--- config.mk ---
export PLATFORM = sky130hd
export DESIGN_NAME = vtdt_queue
export DESIGN_NICKNAME = d
export VERILOG_FILES = /design/src/design/vtdt_pkg.sv /design/src/design/vtdt_queue.sv
export SDC_FILE = /design/constraint.sdc
export NUM_CORES = 1
export LEC_CHECK = 0
export ABC_AREA = 0
export BUFFER_PORTS_ARGS = -buffer_cell sky130_fd_sc_hd__buf_2
export CAP_MARGIN = 10
export CORE_MARGIN = 2
export CORE_UTILIZATION = 55
export CTS_BUF_LIST = sky130_fd_sc_hd__clkbuf_8
export CTS_CLUSTER_DIAMETER = 150
export DETAILED_ROUTE_END_ITERATION = 12
export GPL_ROUTABILITY_DRIVEN = 0
export PLACE_DENSITY = 0.8
export SYNTH_ARGS = -nofsm -noshare
export SYNTH_HDL_FRONTEND = slang
export SYNTH_SLANG_ARGS = --single-unit
--- constraint.sdc ---
create_clock -name clk_i -period 9.8 [get_ports clk_i]
set_clock_uncertainty 0.2 [all_clocks]
set_input_delay 1.47 -clock clk_i [delete_from_list [all_inputs] [get_ports clk_i]]
set_output_delay 1.47 -clock clk_i [all_outputs]
set_load 0.05 [all_outputs]
--- src/design/vtdt_pkg.sv ---
`timescale 1ns / 1ps

package vtdt_pkg;

  // fixed field widths of a transaction
  localparam int unsigned FIELD_W     = 16;
  localparam int unsigned VID_W       = 10;
  // entries in the queue between front and back
  localparam int unsigned QUEUE_DEPTH = 2;

  typedef struct packed {
    logic [FIELD_W-1:0] position_index;
    logic [FIELD_W-1:0] texcoord_index;
    logic [FIELD_W-1:0] normal_index;
  } vtdt_req_t;

  typedef struct packed {
    logic [VID_W-1:0] vertex_id;
    logic             is_new;
    logic             table_full;
  } vtdt_res_t;

endpackage

--- src/design/vtdt_queue.sv ---
`timescale 1ns / 1ps

module vtdt_queue #(
  parameter int unsigned WIDTH = 59
) (
  input  logic             clk_i,
  input  logic             rst_ni,
  input  logic             push_i,
  input  logic [WIDTH-1:0] push_data_i,
  output logic             full_o,
  input  logic             pop_i,
  output logic             empty_o,
  output logic [WIDTH-1:0] pop_data_o
);
  import vtdt_pkg::*;

  localparam int unsigned PTR_W = (QUEUE_DEPTH > 1) ? $clog2(QUEUE_DEPTH) : 1;
  localparam int unsigned CNT_W = $clog2(QUEUE_DEPTH + 1);

  logic [WIDTH-1:0] slots_q [QUEUE_DEPTH];
  logic [PTR_W-1:0] wr_ptr_q, rd_ptr_q;
  logic [CNT_W-1:0] count_q;

  assign full_o     = (count_q == CNT_W'(QUEUE_DEPTH));
  assign empty_o    = (count_q == '0);
  assign pop_data_o = slots_q[rd_ptr_q];

  always_ff @(posedge clk_i) begin
    if (push_i) begin
      slots_q[wr_ptr_q] <= push_data_i;
    end
  end

  always_ff @(posedge clk_i or negedge rst_ni) begin
    if (!rst_ni) begin
      wr_ptr_q <= '0;
      rd_ptr_q <= '0;
      count_q  <= '0;
    end else begin
      if (push_i) begin
        wr_ptr_q <= (wr_ptr_q == PTR_W'(QUEUE_DEPTH - 1)) ? '0 : wr_ptr_q + 1'b1;
      end
      if (pop_i) begin
        rd_ptr_q <= (rd_ptr_q == PTR_W'(QUEUE_DEPTH - 1)) ? '0 : rd_ptr_q + 1'b1;
      end
      if (push_i && !pop_i) begin
        count_q <= count_q + 1'b1;
      end else if (pop_i && !push_i) begin
        count_q <= count_q - 1'b1;
      end
    end
  end

endmodule

-- Yosys cells after proc, flatten, opt, wreduce, memory -nomap -nowiden
Memory sizes are Yosys's and may differ from the RTL's.
Cells that the tools add are included.
- reduce and logical (&&, ||, !) cells: 6
- add/sub/neg operators: 4
- eq/ne operators: 1
- mux-type cells: 6
- operators with widths (kind ; number):
    2-to-1 mux 1 bit ; 4
    2-to-1 mux 2 bit ; 2
    adder 1 bit, second input constant ; 2
    adder 2 x 1 -> 2 bit, second input constant ; 1
    equality test 2 bit, second input constant ; 1
    logical AND 1 bit ; 2
    logical NOT 1 bit ; 2
    logical NOT 2 bit ; 1
    nonzero test 2 bit ; 1
    subtractor 2 x 1 -> 2 bit, second input constant ; 1
- memories kept: 1
- input port bits: 63
- flip-flop bits (word level): 4
- bits in writable memories: 118
- memories (memory ; depth ; bits a word ; read ports ; clocked after memory_dff ; wr ports ; RTL line ; text):
    slots_q ; 2 ; 59 ; 1 ; 0 ; 1 ; vtdt_queue.sv:20 ; logic [WIDTH-1:0] slots_q [QUEUE_DEPTH];

-- Longest topological paths before layout
Gate-level depths: netlist of run 1.
- word-level depth: 4
- gate-level depth with buffers: 5

-- Worst setup path before layout of run 1
Ideal clock, no wire load.
- kind: input to register
- from: in push_i
- to: mem slots_q[0][0] (enable)
- path slack: 5.046 ns
- path buffers: 0
- setup time: 0.483 ns
- data arrival time: 4.071 ns
- cell stages on the path: 1
- cells stage by stage: nor2b_1
- word-level cells in the longest chain between the ends: 2
- RTL lines (element ; RTL line ; text):
    from (decl) ; vtdt_queue.sv:8 ; input logic push_i,
    2-to-1 mux 1 bit ; vtdt_queue.sv:29 ; if (push_i) begin
    2-to-1 mux 1 bit (implied by the code) ; vtdt_queue.sv:30 ; slots_q[wr_ptr_q] <= push_data_i;
    to (decl) ; vtdt_queue.sv:20 ;
Every way passes these cells.

-- Final worst setup path of run 1
- from: reg rd_ptr_q
- to: out pop_data_o[53]
- word-level cells in the longest chain between the ends: 1
- RTL lines (element ; RTL line ; text):
    from (decl) ; vtdt_queue.sv:21 ; logic [PTR_W-1:0] wr_ptr_q, rd_ptr_q;
    from (signal assigned) ; vtdt_queue.sv:44 ; rd_ptr_q <= (rd_ptr_q == PTR_W'(QUEUE_DEPTH - 1)) ? '0 : rd_ptr_q + 1'b1;
    memory read (2 x 59 bit) ; n/a ;
    to (decl) ; vtdt_queue.sv:13 ; output logic [WIDTH-1:0] pop_data_o
Every way passes these cells.

==> flow_summary.toml, run 1 <==
[routing]
wl_per_cell_um = 16.6
ant_nets = 0
drc = 0
first_pass_iters = 4
m1WireLength_um = 2920
top_layer = "met4"
via_per_inst = 4.90
vias = 2231
drtIter0Drc = 121
routed_wl_um = 7540
met3WireLength_um = 388
routed-wl-met2_um = 4150

[logic_synthesis]
yosysWarnings = 0
synth_top_area_cell = "edfxtp_1"
synthCells = 200
yosysTopAreaCellShare_pct = 74.6
synthMuxAreaShare_pct = 18.7
synth-xor-area-share_pct = 0.923
yosysSeqAreaShare_pct = 76.8
avgSynthCellArea_sq_um = 23.7
synth-seq-cells = 122
synthFlopType = "edfxtp_1"
yosysMostFrequentCell = "edfxtp_1"
mappedNetlistNets = 264
syn-cell-area_sq_mm = 0.00475
synth-edff-count = 118
synthAdderAreaFrac_pct = 0.264
synthTopCellsByCount = "edfxtp_1 (118), mux2_4 (59), buf_12 (6)"
synth_top_family_by_area = "multiplexers"
synth_area_leaders = "edfxtp_1 (75%), mux2_4 (19%), buf_12 (2.5%)"
async_flop_share_pct = 3.28
synth_compound_area_share_pct = 0
synth-simple-area-share_pct = 0.554
yosys.cell_types.count = 12

[critical_path]
crit_path_top_delay_cell = "dfrtp_4"
setup.worst_path.end_class = "output pin"
crit_start = "rd_ptr_q"
worstRegToRegCells = 2
reg2reg_slack_ns = 7.61
cpPeakStageDelay_ns = 1.15
worstPathCellList = "mux2_4 > buf_2"
timing.rr.start = "wr_ptr_q"
cp_max_fo = 60
startpoint_type = "flip-flop"
path_class = "flip-flop to output pin"
cp.required_ns = 8.13
rr_endpoint = "slots_q[0][30]"
crit_end = "pop_data_o[53]"
arrival_ns = 2.15

[global_route]
grt_max_degree = 61
grt_overflow = 0
grt.total_usage_pct = 16.1
grt_pass1_vias = 2364
grt_pass1_wl_um = 11400
antenna_found_initial = 0

[power]
switchingPower_mw = 0.785
vdd_drop_max_uv = 315
switching_share_pct = 38.8
total_power_mw = 2.03
p_per_area_mw_per_mm2 = 349
p_int_mw = 1.24
seqPwrFrac_pct = 39.0
clockPowerShare_pct = 22.3
power_leakage_nw = 2.40
comb_power_share_pct = 38.6

[finish]
regArea_sq_mm = 0.00365
fillers = 541
syn_to_final_growth_pct = 22.3
drive_gt1_share_pct = 61.4
multiInputGateArea_sq_um = 977
fin_cells = 455
diodes = 0
nNetsFinal = 401
final_util_pct = 70.0

[floorplan]
io_pins = 124
die_width_um = 96.9
die_area_sq_mm = 0.00939
rows = 33
core_area_sq_mm = 0.00830
initial_core_util_pct = 57.2
die_h_um = 96.9

[min_path]
holdPathStages = 1
hp-class = "flip-flop to flip-flop"

[clock_network]
clk_pin_slew_ns = 0.06
cts_buffers = 17
cts_max_path_buffers = 2
cts_max_level = 4
clkLatencyLatePin_ns = 0.40
postCtsHoldBufs = 0
clock-root-buffer = "clkbuf_8"
post_cts_buffers = 0
cts_tree = "yes"
cts.sinks = 122
cts_resized = 0

[sta]
slew_violations = 0
rsz0062_at_grt = "false"
hold_viol_final = 0
layout_setup_ws_ns = 5.98
period_share_pct = 39.0
worst_pin_slew_ns = 1.09
setup_viol_count_final = 0
layout_min_cycle_time_ns = 3.82
fmaxAchievable_mhz = 261
max_slew_margin_pct = 27.0
setup_tns_ns = 0

[placed_design]
dp_slack_ns = 6.38
portBuffers = 123
dpl.hpwl_um = 5050
placedCellCount = 423

[run_status]
outcome = "completed"

[job]
drv_cap = 0
==> how the worst min path moves through the flow <==
stage	startpoint	end	slack [ns]
5_1_grt	count_q[1]	count_q[1]	0.36
3_3_place_gp	count_q[1]	count_q[1]	0.27
6_report	count_q[1]	count_q[1]	0.32
2_1_floorplan	wr_ptr_q	wr_ptr_q	0.26
3_5_place_dp	count_q[1]	count_q[1]	0.30
4_1_cts	count_q[1]	count_q[1]	0.32
==> power groups by stage <==
stage	registers, mW	clock network (mW)	logic (mW)
floorplan	0.732	0	0.759
global placement	0.797	0	0.783
global route	0.805	0.483	0.814
CTS	0.794	0.461	0.791
detailed placement	0.805	0	0.789
finish	0.790	0.452	0.783
==> kinds of logic after synthesis <==
group,count (synthesis)
mux,59
xor+xnor,5
fa+ha+maj,1
simple gates,5
buf+inv,8
flops,122
==> registers in the layout, indices dropped and copies added, names as in the netlist <==
register and cells:
count_q 2, rd_ptr_q 1, slots_q 118, wr_ptr_q 1
==> worst max-delay path, delay by kind of cell, from the launching register on <==
kind                   cells  cell delay [ns]
flip-flops                 1             1.15
buffers and inverters      1             0.21
multiplexers               1             0.36
==> layer usage <==
layer  vias up  GRT usage, %
li1       1059             -
met1      1084          18.2
met2        82          28.8
met3         6          4.62
met4         0          5.96
met5         -             0
==> layout by cell type, fill, tap and decap left out <==
master,Yosys,routed
inv_1,1,3
dfrtp_1,4,3
clkinv_2,0,3
inv_6,0,1
dfrtp_4,0,1
nor2b_4,0,1
clkinvlp_4,0,2
edfxtp_1,118,118
nor2_1,2,2
xnor2_1,1,1
clkbuf_8,0,17
buf_2,0,123
bufinv_16,0,4
nor2b_1,2,1
ha_1,1,1
clkinv_1,0,2
mux2_4,59,59
xor2_1,4,4
and2_2,0,1
clkinv_4,0,1
buf_4,0,2
==> stage by stage <==
stage          area (sq um)  hold WS [ns]
2_1_floorplan          4750         0.255
3_3_place_gp           5390         0.274
3_5_place_dp           5390         0.301
4_1_cts                5810         0.321
5_1_grt                5810         0.359
6_report               5810         0.318
==> layout make-up <==
| class | count | area share, % |
|---|---|---|
| Sequential cell | 122 | 62.8 |
| Clock buffer | 17 | 4.03 |
| Clock inverter | 15 | 3.15 |
| Inverter | 1 | 0.0646 |
| Timing Repair Buffer | 125 | 10.9 |
| Tap cell | 105 | 2.26 |
| Multi-Input combinational cell | 70 | 16.8 |
No activity file was read; power rests on OpenSTA's default activity.
==> run 2, diff against run 1 <==
- CORE_UTILIZATION: 55 -> 49
- PLACE_DENSITY: 0.8 -> 0.75
- clock period: 9.8 -> 3.4 ns (I/O delays scaled with it)
==> run 2 against run 1 <==
  * Combinational power increased to 3.0 times the previous value
  * Worst hold slack got worse by 0.23 ns
  * Non-clock buffer count increased by 2
  * Power increased to 2.8 times the previous value
  * Setup slack got worse by 5.4 ns
  * Critical path depth increased by 1
  * Sequential power increased to 2.8 times the previous value
  * Highest routed layer unchanged
  * Critical endpoint is now pop_data_o[58]
==> flow_summary.toml, run 2 (synthesized netlist as in run 1, its figures left out) <==
[run_status]
outcome = "completed"

[finish]
largest_register_ff_count = 118
final_area_sq_mm = 0.00583
diodes = 0
layout_common_cells = "buf_2 (123), edfxtp_1 (118), mux2_4 (59)"
syn_to_final_growth_pct = 22.8
nNetsFinal = 403
reg_top3 = "slots_q: 118 flops, count_q: 2 flops"
regMostFlops = "slots_q"
mostFrequentLayoutCell = "buf_2"
final_util_pct = 62.5
drive_gt1_share_pct = 61.8

[power]
seqPwrFrac_pct = 38.2
clockPowerShare_pct = 20.5
p_int_mw = 3.43
p_per_area_mw_per_mm2 = 982
switchingPower_mw = 2.29
switching_share_pct = 40.0
power_leakage_nw = 2.38
comb_power_share_pct = 41.3
vdd_drop_max_uv = 644

[floorplan]
die_h_um = 102
die_width_um = 102
die_area_sq_mm = 0.0105
core_area_sq_mm = 0.00933
io_pins = 124
rows = 35
initial_core_util_pct = 50.9

[routing]
routed_wl_um = 7550
first_pass_iters = 4
ant_nets = 0
drtIter0Drc = 81
drc = 0
wl_per_cell_um = 15.7
vias = 2254
via_per_inst = 4.70

[critical_path]
arrival_ns = 2.09
cp.required_ns = 2.69
startpoint_type = "flip-flop"
setup.worst_path.end_class = "output pin"
cp_max_fo = 31
path_class = "flip-flop to output pin"

[global_route]
antenna_found_initial = 0
grt_pass1_vias = 2272
grt_pass1_wl_um = 11000
grt.total_usage_pct = 14.6
grt_overflow = 0
grt_max_degree = 60

[clock_network]
cts_max_level = 4
cts_tree = "yes"
clkLatencyLatePin_ns = 0.40
clock-root-buffer = "clkbuf_8"
clk_pin_slew_ns = 0.07
cts_buffers = 17
postCtsHoldBufs = 1
post_cts_buffers = 0
cts.sinks = 122
cts_resized = 0
cts_max_path_buffers = 2

[sta]
layout_setup_ws_ns = 0.596
setup_viol_count_final = 0
setup_tns_ns = 0
slew_violations = 0
fmaxAchievable_mhz = 357
layout_min_cycle_time_ns = 2.80
rsz0062_at_grt = "false"
hold_viol_final = 0
worst_pin_slew_ns = 0.796
period_share_pct = 82.5
max_slew_margin_pct = 47.0

[placed_design]
portBuffers = 123
dpl.hpwl_um = 4920
dp_slack_ns = 0.980
place_area_sq_mm = 0.00545

[min_path]
hp-class = "input port to flip-flop"

[job]
drv_cap = 0
[run 2: cell types whose count changed in the layout (fill, tap and decap cells not counted)]
cell | previous run | this run
bufinv_16 | 4 | 2
dlygate4sd3_1 | 0 | 1
buf_4 | 2 | 1
buf_12 | 0 | 2
clkinv_2 | 3 | 4
clkinv_4 | 1 | 0
clkinvlp_4 | 2 | 5
clkinv_1 | 2 | 0
[run 2: worst max-delay path: stages (launching register included)]
cell and delay [ns]:
dfrtp_4 0.81, buf_12 0.32, mux2_4 0.33, buf_2 0.21
[run 2: path summary, 6_finish.rpt]
check | start | endpoint | slack (ns) | depth (start not counted)
max | rd_ptr_q | pop_data_o[58] | 0.60 | 3
min | push_data_i[45] | slots_q[0][45] | 0.09 | 1
max reg2reg | wr_ptr_q | slots_q[1][52] | 1.49 | 2
min reg2reg | count_q[1] | count_q[1] | 0.31 | 1
max in group asynchronous | rst_ni | rd_ptr_q | 2.63 | 2
min in group asynchronous | rst_ni | count_q[1] | 0.23 | 2
[run 2: area by class of cell]
cell class / count / area (sq um)
multi-input combinational: 70 / 977
clock buffer: 17 / 234
sequential: 122 / 3650
tap: 129 / 161
timing repair buffer: 127 / 673
clock inverter: 14 / 134
fill: 706 / 3500
inverter: 1 / 3.75
[run 2: power groups by stage]
stage	logic (mW)	clock network (mW)	registers, mW
2_1_floorplan	2.19	0	2.10
3_3_place_gp	2.38	0	2.21
3_5_place_dp	2.39	0	2.23
4_1_cts	2.39	1.21	2.20
5_1_grt	2.46	1.27	2.22
6_report	2.36	1.18	2.19
[run 2: layer usage]
layer	global-route usage, %	share of wire (%)	vias to the layer above
met5	0	0	-
met4	8.31	1.6	0
met3	4.99	5.3	8
met2	23.9	52	72
met1	16.8	42	1115
li1	-	-	1059
[run 2: per-stage QoR]
step | std cells | power (mW) | hold slack, ns
finish | 480 | 5.73 | 0.0867
global route | 480 | 5.96 | 0.0534
CTS | 480 | 5.80 | 0.0555
detailed placement | 448 | 4.62 | 0.126
global placement | 448 | 4.58 | 0.119
floorplan | 200 | 4.29 | 0.0144
