==> src/design/vtdt_pkg.sv <==
`timescale 1ns / 1ps

package vtdt_pkg;

  // fixed field widths of a transaction
  localparam int unsigned FIELD_W     = 16;
  localparam int unsigned VID_W       = 10;
  // entries in the queue between front and back
  localparam int unsigned QUEUE_DEPTH = 2;

  typedef struct packed {
    logic [FIELD_W-1:0] position_index;
    logic [FIELD_W-1:0] texcoord_index;
    logic [FIELD_W-1:0] normal_index;
  } vtdt_req_t;

  typedef struct packed {
    logic [VID_W-1:0] vertex_id;
    logic             is_new;
    logic             table_full;
  } vtdt_res_t;

endpackage

==> src/design/vtdt_front.sv <==
`timescale 1ns / 1ps

module vtdt_front #(
  parameter int unsigned INDEX_BITS = 16,
  parameter int unsigned SLOT_BITS  = 11
) (
  input  logic                                clk_i,
  input  logic                                rst_ni,
  input  logic                                start,
  output logic                                busy,
  input  vtdt_pkg::vtdt_req_t                 req_i,
  input  logic                                clearing_i,
  input  logic                                queue_full_i,
  output logic                                push_o,
  output logic [3*INDEX_BITS+SLOT_BITS-1:0]   push_data_o
);
  import vtdt_pkg::*;

  localparam int unsigned KEY_W = 3 * INDEX_BITS;

  logic              accept;
  logic              valid_q, valid_d;
  logic [KEY_W-1:0]  key_q, key_d;
  logic [SLOT_BITS-1:0] hash_q, hash_d;
  logic [31:0]       pos_ext, tex_ext, nrm_ext;

  // one holding stage, emptied into the queue when it has room
  assign push_o      = valid_q && !queue_full_i;
  assign busy        = clearing_i || (valid_q && queue_full_i);
  assign accept      = start && !busy;
  assign push_data_o = {key_q, hash_q};

  // indices reduced or zero extended to the stored width
  assign pos_ext = {16'b0, req_i.position_index};
  assign tex_ext = {16'b0, req_i.texcoord_index};
  assign nrm_ext = {16'b0, req_i.normal_index};
  assign key_d   = {pos_ext[INDEX_BITS-1:0], tex_ext[INDEX_BITS-1:0],
                    nrm_ext[INDEX_BITS-1:0]};

  // spread and fold the key into a slot number
  always_comb begin
    hash_d = '0;
    for (int i = 0; i < KEY_W; i++) begin
      hash_d[(i * 7) % SLOT_BITS] = hash_d[(i * 7) % SLOT_BITS] ^ key_d[i];
    end
  end

  always_comb begin
    valid_d = valid_q;
    if (accept) begin
      valid_d = 1'b1;
    end else if (push_o) begin
      valid_d = 1'b0;
    end
  end

  always_ff @(posedge clk_i or negedge rst_ni) begin
    if (!rst_ni) begin
      valid_q <= 1'b0;
      key_q   <= '0;
      hash_q  <= '0;
    end else begin
      valid_q <= valid_d;
      if (accept) begin
        key_q  <= key_d;
        hash_q <= hash_d;
      end
    end
  end

endmodule

==> config.mk <==
export PLATFORM = sky130hd
export DESIGN_NAME = vtdt_front
export DESIGN_NICKNAME = d
export VERILOG_FILES = /design/src/design/vtdt_pkg.sv /design/src/design/vtdt_front.sv
export SDC_FILE = /design/constraint.sdc
export NUM_CORES = 1
export LEC_CHECK = 0
export BUFFER_PORTS_ARGS = -buffer_cell sky130_fd_sc_hd__buf_4
export CORE_ASPECT_RATIO = 0.75
export CORE_MARGIN = 2
export CORE_UTILIZATION = 47
export CTS_CLUSTER_SIZE = 14
export DETAILED_ROUTE_END_ITERATION = 7
export GPL_TIMING_DRIVEN = 0
export HOLD_SLACK_MARGIN = 0.1
export PLACE_DENSITY_LB_ADDON = 0.08
export REMOVE_ABC_BUFFERS = 1
export SLEW_MARGIN = 20
export SYNTH_ARGS = -nofsm -noshare
export SYNTH_HDL_FRONTEND = slang
export SYNTH_SLANG_ARGS = --single-unit
==> constraint.sdc <==
create_clock -name clk_i -period 1.6 [get_ports clk_i]
set_input_delay 0.4 -clock clk_i [delete_from_list [all_inputs] [get_ports clk_i]]
set_output_delay 0.4 -clock clk_i [all_outputs]
set_load 0.05 [all_outputs]
; ---- After elaboration in Yosys (flattened, before gate mapping)
; Cells that the tools add are included.
[totals]
register_bits = 60
word_cells = 49
[classes]
mux = 2
bitwise_logic = 37
n_reduce_logical = 7
[ops]
columns = cell, n
row1 = $xor 1x1->1, 37
row2 = $logic_and 1x1->1, 3
row3 = $logic_not 1->1, 2
row4 = $mux 1, 2
row5 = $reduce_bool 2->1, 1
row6 = $logic_or 1x1->1, 1

; ---- Logic depth before layout (Yosys ltp)
; Gate-level depths: netlist of the first run.
[depth]
depth_word = 5
mapped_depth = 4
depth_no_buf = 3

; ---- Worst setup path before layout of the first run
; OpenSTA, ideal clock, no wires.
[synth_path]
path_kind = input port to output port
start = input queue_full_i
end = output push_o
arrival_ns = 1.089
setup_slack_ns = 0.111
path_stages = 1
cell_sequence = nor2b_1
[synth_via]
elab_chain_len = 2
[synth_lines]
columns = item, line_no
row1 = from (decl), vtdt_front.sv:13  ; input logic queue_full_i,
row2 = $logic_not 1->1, vtdt_front.sv:28  ; assign push_o = valid_q && !queue_full_i;
row3 = $logic_and 1x1->1, vtdt_front.sv:28
row4 = to (decl), vtdt_front.sv:14  ; output logic push_o,
; Every way passes these cells.

; ---- Final worst setup path of the first run
[layout_path]
start = register valid_q
end = output busy
[layout_via]
elab_chain_len = 2
[layout_lines]
columns = item, line_no
row1 = from (decl), vtdt_front.sv:22  ; logic valid_q, valid_d;
row2 = from (signal assigned), vtdt_front.sv:63  ; valid_q <= valid_d;
row3 = $logic_and 1x1->1, vtdt_front.sv:29  ; assign busy = clearing_i || (valid_q && queue_full_i);
row4 = $logic_or 1x1->1, vtdt_front.sv:29
row5 = to (decl), vtdt_front.sv:10  ; output logic busy,
; Every way passes these cells.

==> results of run 1 <==
area by class of cell:
cell class,instances,share of cell area
Clock buffer,12,0.0441
Sequential cell,60,0.401
Multi-Input combinational cell,100,0.298
Timing Repair Buffer,114,0.229
Clock inverter,2,0.00267
Tap cell,75,0.0250
cells by family after synthesis:
logic type                count (synthesis)
xor gates and xnor gates                 33
buffers and inverters                     6
DFF                                      60
muxes                                    59
and+or+nand+nor                           5
worst reg2reg max path, cell delays in order, from the launching register on:
cell and delay (ns):
dfrtp_1 0.40, nand2_4 0.07, buf_4 0.18, nand3b_4 0.25, mux2_1 0.40
sequential cells by signal (all words and copies together) (netlist names):
register	flops
hash_q	11
valid_q	1
key_q	48
routing by layer:
layer	up-vias	GRT usage	part of all wire
met3	6	0.0891	0.088
met5	-	0	0
li1	806	-	-
met4	0	0.0865	0.010
met1	824	0.209	0.41
met2	66	0.292	0.49
synthesized netlist by cell type:
cell | n | area [sq um]
dfrtp_1 | 60 | 1500
mux2_2 | 54 | 608
xnor2_1 | 18 | 158
xor2_1 | 11 | 96.3
mux2_1 | 5 | 56.3
xnor3_1 | 4 | 90.1
buf_4 | 3 | 22.5
buf_6 | 3 | 33.8
nand2_1 | 2 | 7.51
nand3b_4 | 1 | 20.0
nor2b_1 | 1 | 6.26
or2b_1 | 1 | 7.51
what timing repair did:
| item | CTS | global route |
|---|---|---|
| buffers inserted | 1 | 0 |
| gates resized for setup | 4 | 2 |
| cloned | 1 | 2 |
| pin swaps | 1 | 1 |
| endpoints found under the hold margin | 0 | 0 |
| setup endpoints to repair | 60 | 15 |
where the power goes:
part	internal (mW)	switching (mW)	total [mW]
Combinational	0.847	1.57	2.42
Clock	0.666	0.544	1.21
Sequential	1.84	0.161	2.00
worst paths after layout:
path / start / end / slack [ns] / depth (start not counted)
hold reg to reg: key_q[18]$_DFFE_PN0P_ / key_q[18]$_DFFE_PN0P_ / 0.50 / 1
min in group clk_i: req_i[18] / key_q[18]$_DFFE_PN0P_ / 0.30 / 2
hold / removal: rst_ni / key_q[24]$_DFFE_PN0P_ / 0.14 / 1
setup / recovery: valid_q$_DFFE_PN0P_ / busy / 0.02 / 3
max in group asynchronous: rst_ni / key_q[21]$_DFFE_PN0P_ / 0.97 / 1
setup reg to reg: valid_q$_DFFE_PN0P_ / key_q[20]$_DFFE_PN0P_ / 0.18 / 4
metrics by stage:
stage | TNS (ns) | instances | setup WS, ns
2_1_floorplan | -0.00909 | 157 | -0.00182
3_3_place_gp | -23.16 | 345 | -0.432
3_5_place_dp | -21.50 | 345 | -0.425
4_1_cts | 0 | 361 | 0.00245
5_1_grt | -0.0371 | 363 | -0.0371
6_report | 0 | 363 | 0.0174
==> out/metrics.csv, run 1 <==
stage,metric,value,unit
setup_path,cp_max_fo,2,
final_layout,final_cell_mix,"buf_4 (113), dfrtp_1 (60), mux2_2 (54)",
timing,post-route-min-period,1.58,ns
timing,rsz0062_at_grt,yes,
place,gp_congestion,0.690,
floorplanning,pin_count,114,
power_and_ir_drop,leakagePower,1.81,nW
yosys,syn_inst,163,
clock_tree,cts_tree,built,
clock_tree,clockRootBuffer,clkbuf_8,
final_layout,multi_input_area,0.00112,sq mm
clock_tree,cts_made_buffers,9,
detailed_routing,wl,5.59,mm
clock_tree,numClockSinks,60,
setup_path,critical-path-max-stage-delay,0.40,ns
clock_tree,clock_latency,0.33,ns
final_layout,antenna_cells,0,
clock_tree,postCtsHoldBufs,0,
detailed_routing,drc,0,
yosys,synth_top_family_by_area,multiplexers,
global_routing,grt_usage,0.182,
run_status,status,"finished, final reports clean",
timing,drv_slew,0,
timing,max-slew-margin-rel,0.497,
yosys,synth_seq_area_share,0.576,
yosys,yosys.cell_types.count,12,
floorplanning,die_h,68.5,microns
setup_path,required,1.20,ns
place,dp_hpwl,3.58,mm
setup_path,path_buf_inv,1,
clock_tree,cts_buffer_depth,2,
detailed_routing,drt_first_pass_iters,3,
global_routing,gr-total-overflow,0,
timing,finalHoldViolCount,0,
yosys,synthMuxAreaShare,0.255,
yosys,netlist_area,0.00261,sq mm
floorplanning,core-area,0.00535,sq mm
floorplanning,die_x,90.0,microns
final_layout,fill_cells,424,
clock_tree,cts_max_level,3,
final_layout,fin_area,0.00375,sq mm
timing,finalCritPeriodShare,0.989,
detailed_routing,vias,1702,
setup_path,startpoint_type,register,
yosys,synth-compound-area-share,0,
flow_run,maxCapViolations,0,
timing,finalClockSkew,0.00340,ns
timing,fmax,632,MHz
power_and_ir_drop,max-vdd-ir-drop,0.000930,V
yosys,synth_xor_area_frac,0.132,
final_layout,area_growth,43.7,%
timing,hold_ws,0.140,ns
place,io_buffers,113,
detailed_routing,via_per_inst,4.69,
global_routing,grt_pass1_vias,1683,
floorplanning,start_util,0.487,
floorplanning,die-area,0.00617,sq mm
setup_path,critical_path.slowest_cell,dfrtp_1,
power_and_ir_drop,finalPower,5.63,mW
global_routing,grt_max_degree,61,
final_layout,layout_commonest_cell,buf_4,
clock_tree,path_clk_slew,0.06,ns
timing,tightestPinTransition,0.755,ns
yosys,synth_seq_cells,60,
yosys,synthSimpleGateAreaFrac,0.0158,
setup_path,end_kind,output pin,
yosys,synthAdderAreaFrac,0,
floorplanning,row_count,23,
setup_path,cp_top_family,flip-flops,
final_layout,fin_nets,338,
final_layout,drive_gt1_frac,0.649,
detailed_routing,ant_nets,0,
power_and_ir_drop,power_density,1500,mW/mm^2
yosys,syn_area_per_cell,16.0,sq um
timing,setup_viol,0,
global_routing,antenna_found_initial,0,
hold_path,hold_path_class,in2async,
setup_path,crit_type,reg2out,
detailed_routing,drtIter0Drc,22,
global_routing,grt_pass1_wl,8.40,mm
final_layout,final_util,0.700,
setup_path,worstPathArrival,1.18,ns
final_layout,register_area,0.00150,sq mm
yosys,yosysWarnings,0,
detailed_routing,detail_route.wl_per_cell,15.4,microns
place,post_dp_cell_area,0.00349,sq mm
setup_path,path_cells,nand2_4 -> or2b_1 -> buf_6,
No activity file was read; power rests on OpenSTA's default activity.
==> inputs of run 2 (changes only) <==
--- a/config.mk
+++ b/config.mk
@@ -7,7 +7,7 @@
 export LEC_CHECK = 0
 export BUFFER_PORTS_ARGS = -buffer_cell sky130_fd_sc_hd__buf_4
 export CORE_ASPECT_RATIO = 0.75
-export CORE_MARGIN = 2
+export CORE_MARGIN = 5
 export CORE_UTILIZATION = 47
 export CTS_CLUSTER_SIZE = 14
 export DETAILED_ROUTE_END_ITERATION = 7
@@ -15,6 +15,7 @@
 export HOLD_SLACK_MARGIN = 0.1
 export PLACE_DENSITY_LB_ADDON = 0.08
 export REMOVE_ABC_BUFFERS = 1
+export SETUP_SLACK_MARGIN = 0.15
 export SLEW_MARGIN = 20
 export SYNTH_ARGS = -nofsm -noshare
 export SYNTH_HDL_FRONTEND = slang
==> constraint.sdc (replaced) <==
create_clock -name clk_i -period 1.6 [get_ports clk_i]
set_input_delay 0.4 -clock clk_i [delete_from_list [all_inputs] [get_ports clk_i]]
set_output_delay 0.4 -clock clk_i [all_outputs]
set_load 0.01 [all_outputs]
==> run 2 against run 1 <==
Die area up 16%; clock power is 33% higher; fmax about the same; sequential cell count unchanged; hold slack worse by 0.020 ns; sequential share of layout area is 0.62 points lower; final cell count is 0.83% higher; core utilization rose by 1.1 points; worst setup slack about the same; largest power group is now registers.
==> out/metrics.csv, run 2 (synthesis gave the netlist of run 1 again) <==
stage,metric,value,unit,change
run_status,status,"finished, final reports clean",,
setup_path,rr_startpoint,valid_q$_DFFE_PN0P_,,
place,gp_congestion,0.688,,-0.35%
setup_path,cp_max_fo,4,,+2
global_routing,grt_pass1_vias,1791,,+6.4%
timing,finalHoldViolCount,0,,unchanged
clock_tree,cts_max_level,3,,unchanged
clock_tree,cts_tree,built,,
timing,finalClockSkew,0.00745,ns,+0.00405 ns
setup_path,startpoint_type,register,,
final_layout,multi_input_area,0.00110,sq mm,-1.2%
final_layout,top_regs,"key_q (48), hash_q (11), valid_q (1)",,
flow_run,maxCapViolations,0,,unchanged
timing,drv_slew,0,,unchanged
final_layout,antenna_cells,0,,unchanged
detailed_routing,drt_first_pass_iters,4,,+1
floorplanning,die_h,74.5,microns,+8.8%
final_layout,fin_area,0.00381,sq mm,+1.6%
final_layout,largest_reg_flops,48,,unchanged
floorplanning,die_x,96.0,microns,+6.7%
global_routing,grt_pass1_wl,8.74,mm,+4.0%
clock_tree,numClockSinks,60,,unchanged
detailed_routing,drc,0,,unchanged
global_routing,gr-total-overflow,0,,unchanged
power_and_ir_drop,power_density,1310,mW/mm^2,-13%
floorplanning,start_util,0.487,,unchanged
clock_tree,postCtsHoldBufs,0,,unchanged
timing,finalCritPeriodShare,0.989,,about the same
clock_tree,cts_made_buffers,9,,unchanged
clock_tree,path_clk_slew,0.07,ns,about the same
global_routing,antenna_found_initial,0,,unchanged
detailed_routing,ant_nets,0,,unchanged
final_layout,drive_gt1_frac,0.646,,-0.00326
detailed_routing,detail_route.wl_per_cell,16.0,microns,+3.8%
power_and_ir_drop,finalPower,5.00,mW,-11%
floorplanning,row_count,23,,unchanged
timing,post-route-min-period,1.58,ns,+0.000245 ns
setup_path,required,1.20,ns,about the same
global_routing,grt_max_degree,61,,unchanged
power_and_ir_drop,max-vdd-ir-drop,0.000718,V,-23%
final_layout,fill_cells,418,,-1.4%
timing,tightestPinTransition,0.751,ns,-0.00309 ns
final_layout,layout_commonest_cell,buf_4,,
setup_path,end_kind,output pin,,
timing,rsz0062_at_grt,yes,,
final_layout,final_cell_mix,"buf_4 (115), dfrtp_1 (60), mux2_2 (52)",,
detailed_routing,via_per_inst,4.68,,-0.12%
floorplanning,pin_count,114,,unchanged
clock_tree,cts_buffer_depth,2,,unchanged
final_layout,regMostFlops,key_q,,
detailed_routing,vias,1714,,+0.71%
global_routing,grt_usage,0.167,,-0.0144
clock_tree,clockRootBuffer,clkbuf_8,,
setup_path,crit_type,reg2out,,
setup_path,worstPathArrival,1.18,ns,about the same
final_layout,register_area,0.00150,sq mm,unchanged
floorplanning,die-area,0.00715,sq mm,+16%
floorplanning,core-area,0.00535,sq mm,unchanged
clock_tree,clock_latency,0.34,ns,about the same
timing,max-slew-margin-rel,0.499,,+0.00206
power_and_ir_drop,leakagePower,1.83,nW,+1.3%
place,io_buffers,113,,unchanged
timing,setup_slack,0.0171,ns,-0.000246 ns
place,post_dp_cell_area,0.00349,sq mm,unchanged
timing,setup_viol,0,,unchanged
timing,fmax,632,MHz,about the same
final_layout,fin_nets,339,,+0.30%
detailed_routing,drtIter0Drc,22,,unchanged
setup_path,startpoint,valid_q$_DFFE_PN0P_,,
place,preCtsSetupSlack,-0.442,ns,-0.0165 ns
detailed_routing,wl,5.85,mm,+4.7%
hold_path,hold_path_class,in2async,,
final_layout,area_growth,46.0,%,
-- run 2: per-layer routing --
metal  global-route usage  share of wire  vias up
met5                    0              0        -
met4               0.0473          0.010        0
li1                     -              -      809
met3               0.0991          0.091        6
met1                0.195           0.41      834
met2                0.264           0.49       65
-- run 2: worst max-delay path, stage by stage (launching register included) --
cell	delay (ns)
dfrtp_1	0.41
nand2_4	0.08
or2b_1	0.23
buf_6	0.12
-- run 2: report_power, final --
part / switching [mW] / total [mW] / internal, mW
registers: 0.167 / 2.01 / 1.84
clock network: 0.576 / 1.61 / 1.04
logic: 0.542 / 1.38 / 0.833
-- run 2: repair_timing --
action,in CTS,in global routing
resized for setup,4,4
endpoints found under the hold margin,0,0
endpoints found under the setup margin,61,61
pin swaps,2,0
buffers inserted,2,1
cloned,1,1
-- run 2: layout make-up --
type | instances | share of cell area
clock buffer | 12 | 0.0355
clock inverter | 4 | 0.0256
multi-input combinational | 99 | 0.290
sequential | 60 | 0.394
tap | 75 | 0.0247
timing repair buffer | 116 | 0.230
-- run 2: worst paths after layout --
check                                   endpoint  slack, ns  cells past startpoint
setup / recovery                            busy       0.02                      3
hold / removal             key_q[33]$_DFFE_PN0P_       0.12                      1
setup reg to reg           key_q[32]$_DFFE_PN0P_       0.06                      4
hold reg to reg            key_q[18]$_DFFE_PN0P_       0.49                      1
max in group asynchronous  key_q[34]$_DFFE_PN0P_       0.97                      1
min in group clk_i         key_q[18]$_DFFE_PN0P_       0.29                      2
-- run 2: stage by stage --
stage | utilization | hold slack [ns] | TNS, ns | instances
2_1_floorplan | - | 0.104 | -0.00909 | 157
3_3_place_gp | 0.653 | 0.476 | -23.68 | 345
3_5_place_dp | 0.653 | 0.484 | -23.32 | 345
4_1_cts | 0.705 | 0.150 | 0 | 364
5_1_grt | 0.711 | 0.173 | -0.189 | 366
6_report | 0.711 | 0.119 | 0 | 366
